### src/rtl/hht_pkg.sv
// shared types and constants for the heater thermostat
`default_nettype none

package hht_pkg;

  localparam int unsigned SampleW = 10;
  localparam int unsigned CfgIdxW = 4;
  localparam int unsigned CfgDataW = 16;
  localparam int unsigned TempW = 8;

  typedef enum logic {
    ACT_SAMPLE = 1'b0,
    ACT_TOGGLE = 1'b1
  } action_e;

  typedef enum logic [CfgIdxW-1:0] {
    CFG_SETPOINT   = 4'd0,
    CFG_HYSTERESIS = 4'd1,
    CFG_GAIN       = 4'd2,
    CFG_OFFSET     = 4'd3
  } cfg_index_e;

  localparam logic [7:0]  SetpointReset   = 8'd180;
  localparam logic [7:0]  HysteresisReset = 8'd64;
  localparam logic [15:0] GainReset       = 16'd12252;
  localparam logic [15:0] OffsetReset     = 16'd12154;

  // one request after classification
  typedef struct packed {
    action_e              op;
    logic [SampleW-1:0]   sample;
  } item_t;

  // calibration and regulation settings
  typedef struct packed {
    logic [7:0]  setpoint;
    logic [7:0]  hysteresis;
    logic [15:0] gain;
    logic [15:0] offset;
  } cfg_t;

  // queue handshake between front and back
  typedef struct packed {
    logic  valid;
    item_t head;
  } queue_out_t;

endpackage

`default_nettype wire

### src/rtl/hht_if.sv
// channel interfaces: input requests, results and register writes
`default_nettype none

interface hht_item_if;
  logic                         valid;
  logic                         ready;
  logic                         action;
  logic [hht_pkg::SampleW-1:0]  adc_sample;
  modport source (output valid, action, adc_sample, input ready);
  modport sink (input valid, action, adc_sample, output ready);
endinterface

interface hht_result_if;
  logic                       valid;
  logic                       ready;
  logic                       heater_on;
  logic                       running;
  logic [hht_pkg::TempW-1:0]  temperature_degrees;
  modport source (output valid, heater_on, running, temperature_degrees, input ready);
  modport sink (input valid, heater_on, running, temperature_degrees, output ready);
endinterface

interface hht_cfg_if;
  logic                          valid;
  logic                          ready;
  logic [hht_pkg::CfgIdxW-1:0]   index;
  logic [hht_pkg::CfgDataW-1:0]  data;
  modport source (output valid, index, data, input ready);
  modport sink (input valid, index, data, output ready);
endinterface

`default_nettype wire

### src/rtl/hht_front.sv
// input stage: takes requests, classifies them and pushes them to the queue
`default_nettype none

module hht_front (
  input  wire logic                        clk_i,
  input  wire logic                        rst_ni,
  input  wire logic                        in_valid_i,
  output logic                             in_ready_o,
  input  wire logic                        in_action_i,
  input  wire logic [hht_pkg::SampleW-1:0] in_sample_i,
  output logic                             push_o,
  output hht_pkg::item_t                   push_item_o,
  input  wire logic                        queue_full_i
);

  logic           hold_q, hold_d;
  hht_pkg::item_t item_q, item_d;
  logic           take;

  assign push_o      = hold_q && !queue_full_i;
  assign push_item_o = item_q;
  assign in_ready_o  = !hold_q || !queue_full_i;
  assign take        = in_valid_i && in_ready_o;

  always_comb begin
    hold_d = hold_q;
    item_d = item_q;
    if (push_o) begin
      hold_d = 1'b0;
    end
    if (take) begin
      hold_d = 1'b1;
      unique case (hht_pkg::action_e'(in_action_i))
        hht_pkg::ACT_SAMPLE: begin
          item_d.op     = hht_pkg::ACT_SAMPLE;
          item_d.sample = in_sample_i;
        end
        hht_pkg::ACT_TOGGLE: begin
          // the sample is meaningless on a button event
          item_d.op     = hht_pkg::ACT_TOGGLE;
          item_d.sample = '0;
        end
        default: begin
          item_d.op     = hht_pkg::ACT_SAMPLE;
          item_d.sample = in_sample_i;
        end
      endcase
    end
  end

  always_ff @(posedge clk_i or negedge rst_ni) begin
    if (!rst_ni) begin
      hold_q <= 1'b0;
    end else begin
      hold_q <= hold_d;
    end
  end

  always_ff @(posedge clk_i) begin
    item_q <= item_d;
  end

endmodule

`default_nettype wire

### src/rtl/hht_queue.sv
// two-entry queue between the front and back parts
`default_nettype none

module hht_queue (
  input  wire logic           clk_i,
  input  wire logic           rst_ni,
  input  wire logic           push_i,
  input  hht_pkg::item_t      push_item_i,
  output logic                full_o,
  input  wire logic           pop_i,
  output hht_pkg::queue_out_t out_o
);

  hht_pkg::item_t slot_q [2];
  logic           wr_ptr_q, rd_ptr_q;
  logic [1:0]     count_q;

  assign full_o     = count_q[1];
  assign out_o.valid = (count_q != 2'd0);
  assign out_o.head  = slot_q[rd_ptr_q];

  always_ff @(posedge clk_i or negedge rst_ni) begin
    if (!rst_ni) begin
      wr_ptr_q <= 1'b0;
      rd_ptr_q <= 1'b0;
      count_q  <= 2'd0;
    end else begin
      if (push_i) begin
        wr_ptr_q <= ~wr_ptr_q;
      end
      if (pop_i) begin
        rd_ptr_q <= ~rd_ptr_q;
      end
      case ({push_i, pop_i})
        2'b10:   count_q <= count_q + 2'd1;
        2'b01:   count_q <= count_q - 2'd1;
        default: count_q <= count_q;
      endcase
    end
  end

  always_ff @(posedge clk_i) begin
    if (push_i) begin
      slot_q[wr_ptr_q] <= push_item_i;
    end
  end

endmodule

`default_nettype wire

### src/rtl/hht_back.sv
// execution part: filter update, calibration, regulation and result register
`default_nettype none

module hht_back #(
  parameter int unsigned FRACTION_BITS = 8
) (
  input  wire logic                       clk_i,
  input  wire logic                       rst_ni,
  input  hht_pkg::queue_out_t             queue_i,
  output logic                            pop_o,
  input  hht_pkg::cfg_t                   cfg_i,
  output logic                            out_valid_o,
  input  wire logic                       out_ready_i,
  output logic                            out_heater_o,
  output logic                            out_running_o,
  output logic [hht_pkg::TempW-1:0]       out_temp_o
);

  localparam int unsigned FiltW  = hht_pkg::SampleW + FRACTION_BITS;
  localparam int unsigned ProdW  = FiltW + 16;
  localparam int unsigned ScaleW = ProdW - 8 - FRACTION_BITS;
  localparam int unsigned TqW    = ScaleW + 1;
  // floor(2^FiltW / 3), error under one after the shift for any magnitude
  localparam logic [FiltW-1:0] Recip3 = FiltW'((64'd1 << FiltW) / 3);

  typedef enum logic [4:0] {
    S_IDLE = 5'b00001,
    S_DIV  = 5'b00010,
    S_UPD  = 5'b00100,
    S_MUL  = 5'b01000,
    S_OUT  = 5'b10000
  } state_e;

  state_e             state_q, state_d;
  hht_pkg::item_t     item_q;
  logic [FiltW-1:0]   filt_q, filt_d;
  logic [FiltW-1:0]   mag_q;
  logic               neg_q;
  logic [2*FiltW-1:0] recip_prod_q;
  logic [ProdW-1:0]   cal_prod_q;
  logic               run_q, run_d;
  logic               heater_q, heater_d;
  logic               out_valid_q;
  logic               out_heater_q, out_running_q;
  logic [hht_pkg::TempW-1:0] out_temp_q;

  logic [FiltW-1:0]   target;
  logic [FiltW:0]     diff;
  logic [FiltW-1:0]   mag;
  logic [FiltW-1:0]   quot0, quot;
  logic [FiltW+1:0]   rem;
  logic [TqW-1:0]     t_q8;
  logic [TqW:0]       lo_lhs, hi_rhs;
  logic [TqW:0]       set_q8;
  logic [hht_pkg::TempW-1:0] deg;
  logic               finish;

  // divide step: magnitude of the difference times the reciprocal of three
  assign target = {item_q.sample, {FRACTION_BITS{1'b0}}};
  assign diff   = {1'b0, target} - {1'b0, filt_q};
  assign mag    = diff[FiltW] ? FiltW'(-diff) : diff[FiltW-1:0];

  // correction step: one compare and subtract brings the quotient exact
  assign quot0 = recip_prod_q[2*FiltW-1:FiltW];
  assign rem   = {2'b00, mag_q} - ({2'b00, quot0} + {1'b0, quot0, 1'b0});
  assign quot  = (rem >= (FiltW+2)'(3)) ? quot0 + FiltW'(1) : quot0;

  // calibration and thresholds
  assign t_q8   = TqW'(cal_prod_q[ProdW-1:8+FRACTION_BITS]) + TqW'(cfg_i.offset);
  assign set_q8 = (TqW+1)'({cfg_i.setpoint, 8'h00});
  assign lo_lhs = (TqW+1)'(t_q8) + (TqW+1)'(cfg_i.hysteresis);
  assign hi_rhs = set_q8 + (TqW+1)'(cfg_i.hysteresis);
  assign deg    = (|t_q8[TqW-1:16]) ? '1 : t_q8[15:8];

  assign finish = (state_q == S_OUT) && (!out_valid_q || out_ready_i);
  assign pop_o  = queue_i.valid && ((state_q == S_IDLE) || finish);

  always_comb begin
    state_d  = state_q;
    filt_d   = filt_q;
    run_d    = run_q;
    heater_d = heater_q;
    unique case (state_q)
      S_IDLE: begin
        if (pop_o) begin
          state_d = S_DIV;
        end
      end
      S_DIV: begin
        state_d = S_UPD;
      end
      S_UPD: begin
        if (item_q.op == hht_pkg::ACT_SAMPLE) begin
          filt_d = neg_q ? filt_q - quot : filt_q + quot;
        end
        state_d = S_MUL;
      end
      S_MUL: begin
        state_d = S_OUT;
      end
      S_OUT: begin
        if (finish) begin
          state_d = pop_o ? S_DIV : S_IDLE;
          if (item_q.op == hht_pkg::ACT_TOGGLE) begin
            run_d = !run_q;
            if (run_q) begin
              heater_d = 1'b0;
            end
          end
          if (run_d) begin
            if (lo_lhs < set_q8) begin
              heater_d = 1'b1;
            end
            if ((TqW+1)'(t_q8) > hi_rhs) begin
              heater_d = 1'b0;
            end
          end
        end
      end
      default: begin
        state_d = S_IDLE;
      end
    endcase
  end

  always_ff @(posedge clk_i or negedge rst_ni) begin
    if (!rst_ni) begin
      state_q     <= S_IDLE;
      filt_q      <= '0;
      run_q       <= 1'b0;
      heater_q    <= 1'b0;
      out_valid_q <= 1'b0;
    end else begin
      state_q  <= state_d;
      filt_q   <= filt_d;
      run_q    <= run_d;
      heater_q <= heater_d;
      if (finish) begin
        out_valid_q <= 1'b1;
      end else if (out_ready_i) begin
        out_valid_q <= 1'b0;
      end
    end
  end

  always_ff @(posedge clk_i) begin
    if (pop_o) begin
      item_q <= queue_i.head;
    end
    if (state_q == S_DIV) begin
      mag_q        <= mag;
      neg_q        <= diff[FiltW];
      recip_prod_q <= (2*FiltW)'(mag) * (2*FiltW)'(Recip3);
    end
    if (state_q == S_MUL) begin
      cal_prod_q <= ProdW'(filt_q) * ProdW'(cfg_i.gain);
    end
    if (finish) begin
      out_heater_q  <= heater_d;
      out_running_q <= run_d;
      out_temp_q    <= deg;
    end
  end

  assign out_valid_o   = out_valid_q;
  assign out_heater_o  = out_heater_q;
  assign out_running_o = out_running_q;
  assign out_temp_o    = out_temp_q;

  a_stopped_heater_off: assert property (@(posedge clk_i) disable iff (!rst_ni)
    !run_q |-> !heater_q)
    else $error("heater on while stopped");

  a_toggle_keeps_filter: assert property (@(posedge clk_i) disable iff (!rst_ni)
    (state_q == S_UPD && item_q.op == hht_pkg::ACT_TOGGLE) |=> $stable(filt_q))
    else $error("filter changed on a button event");

  a_rem_bounded: assert property (@(posedge clk_i) disable iff (!rst_ni)
    (state_q == S_UPD) |-> (rem < (FiltW+2)'(6)))
    else $error("divide-by-three correction out of range");

  a_pop_when_free: assert property (@(posedge clk_i) disable iff (!rst_ni)
    pop_o |-> (state_q == S_IDLE || state_q == S_OUT))
    else $error("queue popped while an item is in flight");

  a_result_follows_finish: assert property (@(posedge clk_i) disable iff (!rst_ni)
    finish |=> out_valid_q)
    else $error("finished item not presented");

endmodule

`default_nettype wire

### src/rtl/hysteresis_heater_thermostat.sv
// top level of the hysteresis heater thermostat with iir-filtered adc input
//
//  channel  dir  handshake             payload
//  in_i     in   valid/ready           action, adc_sample
//  out_o    out  valid/ready           heater_on, running, temperature_degrees
//  cfg_i    in   valid/ready (ready=1) index, data
//
//  each request passes four steps in the back part: divide-by-three multiply,
//  quotient correction and filter write, calibration multiply, regulation
//  the four-step sequencer takes a new request only as the last one finishes
//  reset clears the filter, stops regulation, turns the heater off and loads
//  the register defaults; a stalled result holds the back part, and the
//  two-entry queue plus the input stage keep taking requests until they fill
`default_nettype none

module hysteresis_heater_thermostat #(
  parameter int unsigned FRACTION_BITS = 8
) (
  input  wire logic   clk_i,
  input  wire logic   rst_ni,
  hht_item_if.sink    in_i,
  hht_result_if.source out_o,
  hht_cfg_if.sink     cfg_i
);

  hht_pkg::cfg_t       cfg_q;
  hht_pkg::item_t      push_item;
  hht_pkg::queue_out_t queue_out;
  logic                push, queue_full, pop;

  // register writes are always taken; unknown indexes are dropped
  assign cfg_i.ready = 1'b1;

  always_ff @(posedge clk_i or negedge rst_ni) begin
    if (!rst_ni) begin
      cfg_q.setpoint   <= hht_pkg::SetpointReset;
      cfg_q.hysteresis <= hht_pkg::HysteresisReset;
      cfg_q.gain       <= hht_pkg::GainReset;
      cfg_q.offset     <= hht_pkg::OffsetReset;
    end else if (cfg_i.valid) begin
      case (cfg_i.index)
        hht_pkg::CFG_SETPOINT:   cfg_q.setpoint   <= cfg_i.data[7:0];
        hht_pkg::CFG_HYSTERESIS: cfg_q.hysteresis <= cfg_i.data[7:0];
        hht_pkg::CFG_GAIN:       cfg_q.gain       <= cfg_i.data;
        hht_pkg::CFG_OFFSET:     cfg_q.offset     <= cfg_i.data;
        default: ;
      endcase
    end
  end

  // front: accept and classify requests
  hht_front u_front (
    .clk_i        (clk_i),
    .rst_ni       (rst_ni),
    .in_valid_i   (in_i.valid),
    .in_ready_o   (in_i.ready),
    .in_action_i  (in_i.action),
    .in_sample_i  (in_i.adc_sample),
    .push_o       (push),
    .push_item_o  (push_item),
    .queue_full_i (queue_full)
  );

  // decoupling queue
  hht_queue u_queue (
    .clk_i       (clk_i),
    .rst_ni      (rst_ni),
    .push_i      (push),
    .push_item_i (push_item),
    .full_o      (queue_full),
    .pop_i       (pop),
    .out_o       (queue_out)
  );

  // back: filter, calibrate, regulate, hold the result
  hht_back #(
    .FRACTION_BITS (FRACTION_BITS)
  ) u_back (
    .clk_i         (clk_i),
    .rst_ni        (rst_ni),
    .queue_i       (queue_out),
    .pop_o         (pop),
    .cfg_i         (cfg_q),
    .out_valid_o   (out_o.valid),
    .out_ready_i   (out_o.ready),
    .out_heater_o  (out_o.heater_on),
    .out_running_o (out_o.running),
    .out_temp_o    (out_o.temperature_degrees)
  );

endmodule

`default_nettype wire

### src/flat_wrapper.sv
// flat-port wrapper written by rule: the top's interface ports become plain ports
module hysteresis_heater_thermostat_flat 
#(
  parameter int unsigned FRACTION_BITS = 8
)
  (clk_i, rst_ni, in_i_valid, in_i_action, in_i_adc_sample, in_i_ready, out_o_valid, out_o_heater_on, out_o_running, out_o_temperature_degrees, out_o_ready, cfg_i_valid, cfg_i_index, cfg_i_data, cfg_i_ready);
  hht_item_if in_i_i ();
  hht_result_if out_o_i ();
  hht_cfg_if cfg_i_i ();
  input  wire logic clk_i;
  input  wire logic rst_ni;
  input wire logic [$bits(in_i_i.valid)-1:0] in_i_valid;
  input wire logic [$bits(in_i_i.action)-1:0] in_i_action;
  input wire logic [$bits(in_i_i.adc_sample)-1:0] in_i_adc_sample;
  output wire logic [$bits(in_i_i.ready)-1:0] in_i_ready;
  output wire logic [$bits(out_o_i.valid)-1:0] out_o_valid;
  output wire logic [$bits(out_o_i.heater_on)-1:0] out_o_heater_on;
  output wire logic [$bits(out_o_i.running)-1:0] out_o_running;
  output wire logic [$bits(out_o_i.temperature_degrees)-1:0] out_o_temperature_degrees;
  input wire logic [$bits(out_o_i.ready)-1:0] out_o_ready;
  input wire logic [$bits(cfg_i_i.valid)-1:0] cfg_i_valid;
  input wire logic [$bits(cfg_i_i.index)-1:0] cfg_i_index;
  input wire logic [$bits(cfg_i_i.data)-1:0] cfg_i_data;
  output wire logic [$bits(cfg_i_i.ready)-1:0] cfg_i_ready;
  assign in_i_i.valid = in_i_valid;
  assign in_i_i.action = in_i_action;
  assign in_i_i.adc_sample = in_i_adc_sample;
  assign in_i_ready = in_i_i.ready;
  assign out_o_valid = out_o_i.valid;
  assign out_o_heater_on = out_o_i.heater_on;
  assign out_o_running = out_o_i.running;
  assign out_o_temperature_degrees = out_o_i.temperature_degrees;
  assign out_o_i.ready = out_o_ready;
  assign cfg_i_i.valid = cfg_i_valid;
  assign cfg_i_i.index = cfg_i_index;
  assign cfg_i_i.data = cfg_i_data;
  assign cfg_i_ready = cfg_i_i.ready;
  hysteresis_heater_thermostat #(.FRACTION_BITS(FRACTION_BITS)) u_core (.clk_i(clk_i), .rst_ni(rst_ni), .in_i(in_i_i), .out_o(out_o_i), .cfg_i(cfg_i_i));
endmodule
### config.mk
export PLATFORM = sky130hd
export DESIGN_NAME = hysteresis_heater_thermostat_flat
export DESIGN_NICKNAME = d
export VERILOG_FILES = /design/src/rtl/hht_pkg.sv /design/src/rtl/hht_if.sv /design/src/rtl/hht_front.sv /design/src/rtl/hht_queue.sv /design/src/rtl/hht_back.sv /design/src/rtl/hysteresis_heater_thermostat.sv /design/src/flat_wrapper.sv
export SDC_FILE = /design/constraint.sdc
export NUM_CORES = 1
export LEC_CHECK = 0
export ABC_AREA = 1
export BUFFER_PORTS_ARGS = -buffer_cell sky130_fd_sc_hd__buf_2
export CORE_MARGIN = 3
export CORE_UTILIZATION = 30
export DETAILED_ROUTE_END_ITERATION = 8
export MAX_ROUTING_LAYER = met4
export PLACE_DENSITY = 0.56
export SETUP_SLACK_MARGIN = 0.15
export SLEW_MARGIN = 20
export SYNTH_ARGS = -nofsm -noshare
export SYNTH_HDL_FRONTEND = slang
export SYNTH_SLANG_ARGS = --single-unit
### constraint.sdc
create_clock -name clk_i -period 8.1 [get_ports clk_i]
set_input_delay 1.215 -clock clk_i [delete_from_list [all_inputs] [get_ports clk_i]]
set_output_delay 1.215 -clock clk_i [all_outputs]
set_load 0.01 [all_outputs]
==> results of run 1 <==
==> synth_stat cells (all sizes together) (4+ instances only) <==
library cell / instances / area, um^2
a21o: 4 / 30.03
buf: 21 / 117.6
a21boi: 4 / 30.03
nand3b: 8 / 60.06
nand4: 20 / 137.6
inv: 794 / 2980
fa: 335 / 6706
nor4: 10 / 77.57
nor3: 26 / 155.1
dfrtp: 53 / 1326
o211ai: 7 / 52.55
clkbuf: 66 / 247.7
mux2: 11 / 123.9
and2: 4 / 25.02
nand2: 746 / 2865
nor2: 153 / 629.3
or2: 4 / 27.53
xnor2: 38 / 340.3
o2111ai: 4 / 35.03
o21ai: 132 / 664.4
a211oi: 5 / 37.54
o31ai: 6 / 45.04
xor2: 86 / 768.2
edfxtp: 108 / 3243
nand3: 88 / 445.4
a21oi: 138 / 713.2
ha: 363 / 4542
o21bai: 10 / 82.58
dfstp: 26 / 683.2
==> layout by cell type, fill, tap and decap left out, types with 5 or more instances in the layout <==
master	instances
sky130_fd_sc_hd__a21oi_2	14
sky130_fd_sc_hd__o21ai_1	7
sky130_fd_sc_hd__clkbuf_16	18
sky130_fd_sc_hd__fa_1	334
sky130_fd_sc_hd__o21ai_0	121
sky130_fd_sc_hd__inv_1	775
sky130_fd_sc_hd__xor2_1	77
sky130_fd_sc_hd__nor2_2	10
sky130_fd_sc_hd__edfxtp_1	108
sky130_fd_sc_hd__inv_2	19
sky130_fd_sc_hd__nor3_2	5
sky130_fd_sc_hd__nand4_1	18
sky130_fd_sc_hd__inv_8	6
sky130_fd_sc_hd__buf_4	55
sky130_fd_sc_hd__o211ai_1	7
sky130_fd_sc_hd__buf_2	46
sky130_fd_sc_hd__a21oi_1	123
sky130_fd_sc_hd__nor2_1	139
sky130_fd_sc_hd__xor2_2	8
sky130_fd_sc_hd__ha_2	6
sky130_fd_sc_hd__nor4_1	7
sky130_fd_sc_hd__nand3_1	85
sky130_fd_sc_hd__nor3_1	21
sky130_fd_sc_hd__nand2_2	22
sky130_fd_sc_hd__ha_1	341
sky130_fd_sc_hd__mux2_2	11
sky130_fd_sc_hd__ha_4	16
sky130_fd_sc_hd__dfstp_2	26
sky130_fd_sc_hd__o31ai_1	6
sky130_fd_sc_hd__nand2_1	720
sky130_fd_sc_hd__o21bai_1	8
sky130_fd_sc_hd__nand3b_1	8
sky130_fd_sc_hd__dfrtp_1	53
sky130_fd_sc_hd__xnor2_1	36
==> sequential cells by signal (all words and copies together), names as in the netlist, 2 cells and up <==
| name | cells |
|---|---|
| u_core.cfg_q | 48 |
| u_core.u_back.cal_prod_q | 18 |
| u_core.u_back.filt_q | 18 |
| u_core.u_back.item_q | 11 |
| u_core.u_back.mag_q | 18 |
| u_core.u_back.out_temp_o | 8 |
| u_core.u_back.recip_prod_q | 17 |
| u_core.u_back.state_q | 5 |
| u_core.u_front.push_item_o | 11 |
| u_core.u_queue.count_q | 2 |
| u_core.u_queue.slot_q | 22 |
==> repair_timing <==
item / 4_1_cts / 5_1_grt
buffers inserted: 0 / 12
pin swaps: 0 / 20
resized for setup: 1 / 76
setup endpoints to repair: 2 / 16
==> layout make-up <==
class,instances,area (um^2),area share
Clock buffer,19,454.2,0.01507
Inverter,794,2980,0.09888
Clock inverter,13,141.4,0.004691
Sequential cell,187,5253,0.1743
Multi-Input combinational cell,2225,19190,0.6366
Timing Repair Buffer,102,654.4,0.02171
Tap cell,1176,1471,0.04881
==> cell families (layout without fill, tap and decap cells) <==
logic type	Yosys count	in the layout	synth area share
adder cells (fa/ha/maj)	698	698	0.4109
XOR/XNOR	124	124	0.04050
AO/OA/AOI/OAI	329	329	0.06751
buffers and inverters	881	928	0.1222
AND/OR/NAND/NOR	1062	1062	0.1623
other	1	1	0.0001370
multiplexers	11	11	0.004525
flip-flops	187	187	0.1919
==> routing by layer <==
metal | global-route usage | vias to the layer above
li1 | - | 10160
met2 | 0.2417 | 408
met4 | 0.02765 | 0
met5 | - | -
met3 | 0.01888 | 38
met1 | 0.2120 | 9994
==> per-stage QoR <==
step	std cells	utilization	hold WS [ps]	setup WS [ps]	instance area, um^2
after global placement	4472	0.3217	424.8	163.9	29050
final	4516	0.3339	454.9	607.9	30140
after detailed placement	4472	0.3217	435.0	105.2	29050
after CTS	4504	0.3283	454.4	183.9	29640
after global routing	4516	0.3339	473.3	120.8	30140
after floorplan	3293	-	421.5	265.1	27370
==> how the worst min path moves through the flow <==
stage	from	end	slack, ps
final	u_core.u_front.push_item_o[7]	u_core.u_queue.slot_q[0][7]	450
after global routing	u_core.u_front.push_item_o[7]	u_core.u_queue.slot_q[0][7]	470
after CTS	u_core.u_front.push_item_o[7]	u_core.u_queue.slot_q[1][7]	450
after detailed placement	u_core.u_front.push_item_o[7]	u_core.u_queue.slot_q[0][7]	440
after global placement	u_core.u_front.push_item_o[10]	u_core.u_queue.slot_q[0][10]	420
after floorplan	u_core.u_front.push_item_o[0]	u_core.u_queue.slot_q[0][0]	420
==> impl_summary.md, run 1 <==
GRT
The number of global-route vias before repair came to around 21k. Entering global routing, the biggest net connects 51 pins. The global route total overflow is 0.

The first global-routing pass estimated 111400 um of wire. The global routing usage summed across all routing layers is 0.1527. The initial antenna violation count came to 0.

Floorplan
The number of placed I/O pins is 49. The total number of placement rows is between 100 and 150. The die span in x is ~300 um. The initial core utilization is 0.3032. The vertical extent of the die is 308.1 um. The floorplan step defined a core boundary enclosing 90290 um^2. The die covers 94910 um^2.

Logic synthesis
The total number of yosys warnings is 0. After synthesis the netlist holds a flip-flop and latch count of ~190. Synthesis produced 3293 cells. The commonest register cell after synthesis is sky130_fd_sc_hd__edfxtp_1. The number of enable-type register cells in the synthesized netlist is ~110.

Dividing the synthesized area by the synthesized cell count gives 8.313 um^2. Yosys mapped the design onto 62 distinct sky130hd cell types. The number of nets in the synthesized netlist is 4027. The cell area after technology mapping is about 27000 um^2. The post-synthesis sequential area ratio is 0.1919.

Counting flops with an async set or reset pin after synthesis yields a share of 0.4225.

STA
In the final timing run, aggregate negative setup slack is 0 ps. The final-report max-slew violation count was 0. The setup-violating endpoint count in the final report is 0. Subtracting the final worst setup slack from the clock period gives 7492 ps.

The worst pin sits at a relative slew slack of 0.3238. The final number of hold-violating endpoints came to 0. Across the routed clock network, the largest skew measured is 22.93 ps. The transition at the pin with the smallest max-transition slack is 1014 ps. Setup repair after global routing left no endpoint under its margin.

Static timing analysis puts the maximum clock frequency at 133.5 MHz. In the finished design, the share of the clock period the worst path needs comes to 0.9250.

Min path
The worst hold path was traced through 0 stages. The tightest min-delay check is of the reg -> reg type.

Placed design
Input and output buffers added on the ports amount to 47. The HPWL reported at the end of detailed placement is 56290 um. The weighted congestion at the end of routability-driven global placement is 0.8827.

Worst setup path
The worst setup path is of the reg -> reg kind. Along the worst path, the maximum fanout reaches 12. The internal reg-to-reg setup slack is 610 ps.

The worst setup path is captured at a flop. The most critical setup path has its startpoint at u_core.u_back.filt_q[0]. The cell with the biggest individual delay on the critical path is sky130_fd_sc_hd__fa_1. The kind of cell with the highest combined delay on the critical path is adder cells. The endpoint of the most critical setup path is u_core.u_back.recip_prod_q[33]. For the worst flop-to-flop path, the logic depth is 35.

The data required time at the worst endpoint is 8340 ps. The count of cell instances traversed by the critical path is 35. Together, buffers and inverters on the worst path number 5. The endpoint of the worst register-to-register path is u_core.u_back.recip_prod_q[33]. The arrival time of the worst setup path is between 7000 and 8000 ps.

The reg-to-reg critical path startpoint is u_core.u_back.filt_q[0]. STA classifies the critical path startpoint as a flop. For this run, the slowest stage of the critical path takes 580 ps.

Clock network
The number of H-tree levels is 4. The clock tree from TritonCTS is built. After clock tree synthesis, the clock-pin slew on the worst setup and hold paths is about 80 ps.

CTS saw 187 sinks. Clock tree synthesis selected as its root buffer the cell sky130_fd_sc_hd__clkbuf_16. The clock reaches the later pin of the worst-skew pair after 500 ps. The clock passes through at most 2 buffers. The number of buffers created by CTS is 17. The cts-stage hold buffer count is 0.

Detailed routing
For this block, the initial DRC count from the detailed router was 1213. The first detailed-routing pass ran for 5 iterations. The met2 wire length is 31500 um.

The count of nets left with antenna violations after detail routing is 0. Using the TritonRoute via totals, the vias-per-cell ratio works out to 4.560. The post-detailed-route wirelength per cell is around 15 um. The aggregate routed wire length is 68560 um. After detailed routing, the number of remaining DRC violations is 0. The met1 wire length is 33340 um. The routed wire length on met3 is 3013 um. The top metal layer carrying routed signals is met4. The final route contains 20.60k vias.

Finish
The number of antenna diodes in the final layout is 0. The layout-stage area growth over the synthesis result is 10.12%. The number of fill cells is around 9.4k. The number of nets at the end of the flow is 4061. In the final layout, the share of cells above drive strength 1 is 0.09042.

Job
Across the run, the number of max-cap violations was 0.

Run status
The flow ran to the end, and the final reports show no timing, DRC or antenna violations.
Power of run 1 is not shown: default switching activity piles up to over one toggle a cycle in this logic, so the estimate is an artifact.
==> run 2: changes to the inputs <==
--- a/config.mk
+++ b/config.mk
@@ -10,7 +10,6 @@
 export CORE_MARGIN = 3
 export CORE_UTILIZATION = 30
 export DETAILED_ROUTE_END_ITERATION = 8
-export MAX_ROUTING_LAYER = met4
 export PLACE_DENSITY = 0.56
 export SETUP_SLACK_MARGIN = 0.15
 export SLEW_MARGIN = 20
==> run 2 against run 1 <==
Core utilization barely moved. Design area is essentially flat. Clock-buffer cell count did not move. Critical path depth did not move. Via count hardly changed. Wire length rose by 0.22%. Non-clock buffer count stayed put. Register-to-register slack improved by 20 ps. Sequential cell count is the same. Critical path type unchanged. Critical endpoint unchanged.
==> impl_summary.md, run 2 (synthesis results as in run 1) <==
Clock network
The clock insertion delay at the later pin of the skew report is 490 ps (about the same). The CTS clock-pin slew for the worst setup and hold paths came to 80 ps (about the same). The number of H-tree levels is 4 (unchanged). The cell sitting at the root of the clock tree is a sky130_fd_sc_hd__clkbuf_16. The clock tree from TritonCTS is built.

The count of clock tree sinks was 187 (unchanged). The number of buffers created by CTS was 17 (unchanged). The maximum buffer depth of the clock tree is 2 (unchanged).

The cts-stage hold buffer count is 0 (unchanged).

Placed design
The port buffer count is 47 (unchanged). The weighted congestion at the end of routability-driven global placement is 0.8686 (-1.6%). The cell count after placement is 4472 (unchanged). The HPWL reported at the end of detailed placement is 56290 um (unchanged).

Worst setup path
The data required time at the worst endpoint is 8340 ps (about the same). The cell with the biggest individual delay on the critical path is sky130_fd_sc_hd__fa_1. The endpoint class of the critical path is a flop. The worst setup path is launched from a flop. The arrival time of the worst setup path is 7720 ps (about the same). The largest stage delay on the critical path came to 570 ps (about the same). The maximum fanout along the worst path is 12 (unchanged). The worst setup path is of the reg -> reg kind.

Floorplan
The initial core utilization is 0.3032 (unchanged). The total number of placement rows is 110 (unchanged). The core area is 90290 um^2 (unchanged). The area enclosed by the die boundary is 94910 um^2 (unchanged). The die span in x is 308.1 um (unchanged).

The vertical extent of the die is 308.1 um (unchanged). The number of placed I/O pins was 49 (unchanged).

Detailed routing
The post-detailed-route wirelength per cell was 15.21 um (+0.22%). The via count is 20.59k (-0.024%). The aggregate routed wire length is 68710 um (+0.22%).

The count of nets left with antenna violations after detail routing is 0 (unchanged). The first-pass detailed-route iteration total was 8 (+3). The number of design rule violations left after detail routing was 0 (unchanged). The number of vias per cell after detailed routing was 4.559 (about the same). The count of routing violations after the opening detailed-route iteration is 1291 (+6.4%).

Finish
The largest registers in the layout are u_core.cfg_q: 48 flops, u_core.u_queue.slot_q: 22 flops. The number of nets at the end of the flow is 4061 (unchanged). The number of cells in the finished layout apart from fillers is 4516 (unchanged). More flip-flops sit in one register than any other, and that register is u_core.cfg_q. The layout-stage area growth over the synthesis result is 10.15% (about the same). The flip-flop count of the largest register, all copies and words added was 48 (unchanged).

The commonest non-fill, non-tap cell in the layout is sky130_fd_sc_hd__inv_1. Leaving out fill and tap cells, the most frequent cells in the layout are sky130_fd_sc_hd__inv_1, sky130_fd_sc_hd__nand2_1, sky130_fd_sc_hd__ha_1. The number of antenna repair diodes is 0 (unchanged). The fraction of final layout cells with drive strength greater than 1 is 0.09042 (unchanged).

STA
The setup-violating endpoint count in the final report is 0 (unchanged). The setup clock skew after layout was 20.87 ps (-2.060 ps). The maximum clock rate is 133.8 MHz (+0.22%).

The aggregate negative setup slack is 0 ps (unchanged). The worst hold slack after final layout is 455.0 ps (+0.1410 ps). The final number of hold-violating endpoints is 0 (unchanged). Setup repair after global routing left no endpoint under its margin. The worst max-slew margin expressed relative to the limit came to 0.3130 (-0.01076).

The transition at the pin with the smallest max-transition slack is 1030 ps (+16.14 ps). The final-report max-slew violation count is 0 (unchanged). The share of the clock period used by the worst path after layout is 0.9229 (-0.002060). The final critical delay including setup and external delays is 7475 ps (-16.69 ps).

GRT
The routing usage on met2 is 0.2416 (about the same). The global route total overflow is 0 (unchanged). The first-pass GRT wire length is 111400 um (about the same). The initial antenna violation count is 0 (unchanged). The global routing stage identified its most utilized layer as met2. The met3 usage is 0.01888 (unchanged).

The number of global-route vias before repair is 20.83k (+0.0048%). The maximum number of pins on one net before global-route repair was 51 (unchanged). The global routing usage summed across all routing layers came to 0.1482 (-0.004471). The global routing usage on met1 is 0.2120 (unchanged).

Run status
The flow ran to the end, and the final reports show no timing, DRC or antenna violations.

Min path
The min-delay analysis places its worst path in the category reg -> reg.

Job
The number of violations of the max-capacitance limit came to 0 (unchanged).
-- run 2: critical path, delay by kind of cell (launching register included) --
kind | cells | cell delay [ps]
buf+inv | 5 | 430
xor+xnor | 2 | 500
flops | 1 | 400
simple gates | 14 | 1550
compound gates | 6 | 1000
fa+ha+maj | 8 | 3350
-- run 2: final timing paths --
check	startpoint	endpoint	slack (ps)	cells after the start
worst max-delay path	u_core.u_back.filt_q[0]	u_core.u_back.recip_prod_q[33]	620	35
worst min-delay path	u_core.u_front.push_item_o[7]	u_core.u_queue.slot_q[1][7]	460	0
worst max register to register	u_core.u_back.filt_q[0]	u_core.u_back.recip_prod_q[33]	620	35
worst min register to register	u_core.u_front.push_item_o[7]	u_core.u_queue.slot_q[1][7]	460	0
max in group asynchronous	rst_ni	u_core.cfg_q[32]	6350	2
min in group asynchronous	rst_ni	u_core.u_back.state_q[2]	680	1
-- run 2: layer usage --
layer | routed length [um] | vias up
li1 | - | 10160
met1 | 33380 | 9978
met2 | 31530 | 418
met3 | 3083 | 38
met4 | 714 | 0
met5 | 0 | -
-- run 2: what timing repair did --
item | 4_1_cts | 5_1_grt
resized for setup | 1 | 77
endpoints found under the setup margin | 2 | 16
setup buffers | 0 | 12
pin swaps | 0 | 20
-- run 2: stage by stage --
stage	util	worst slack, ps	cell area (um^2)
detailed placement	0.3217	105.2	29050
global route	0.3340	122.8	30150
CTS	0.3283	183.9	29640
finish	0.3340	624.6	30150
global placement	0.3217	163.9	29050
floorplan	-	265.1	27370
-- run 2: area by class of cell --
type | instances | area, um^2
fill | 9424 | 60130
multi-input combinational | 2225 | 19200
sequential | 187 | 5253
inverter | 794 | 2980
tap | 1176 | 1471
timing repair buffer | 102 | 654.4
clock buffer | 19 | 454.2
clock inverter | 13 | 141.4
Power of run 2 is left out for the same reason.
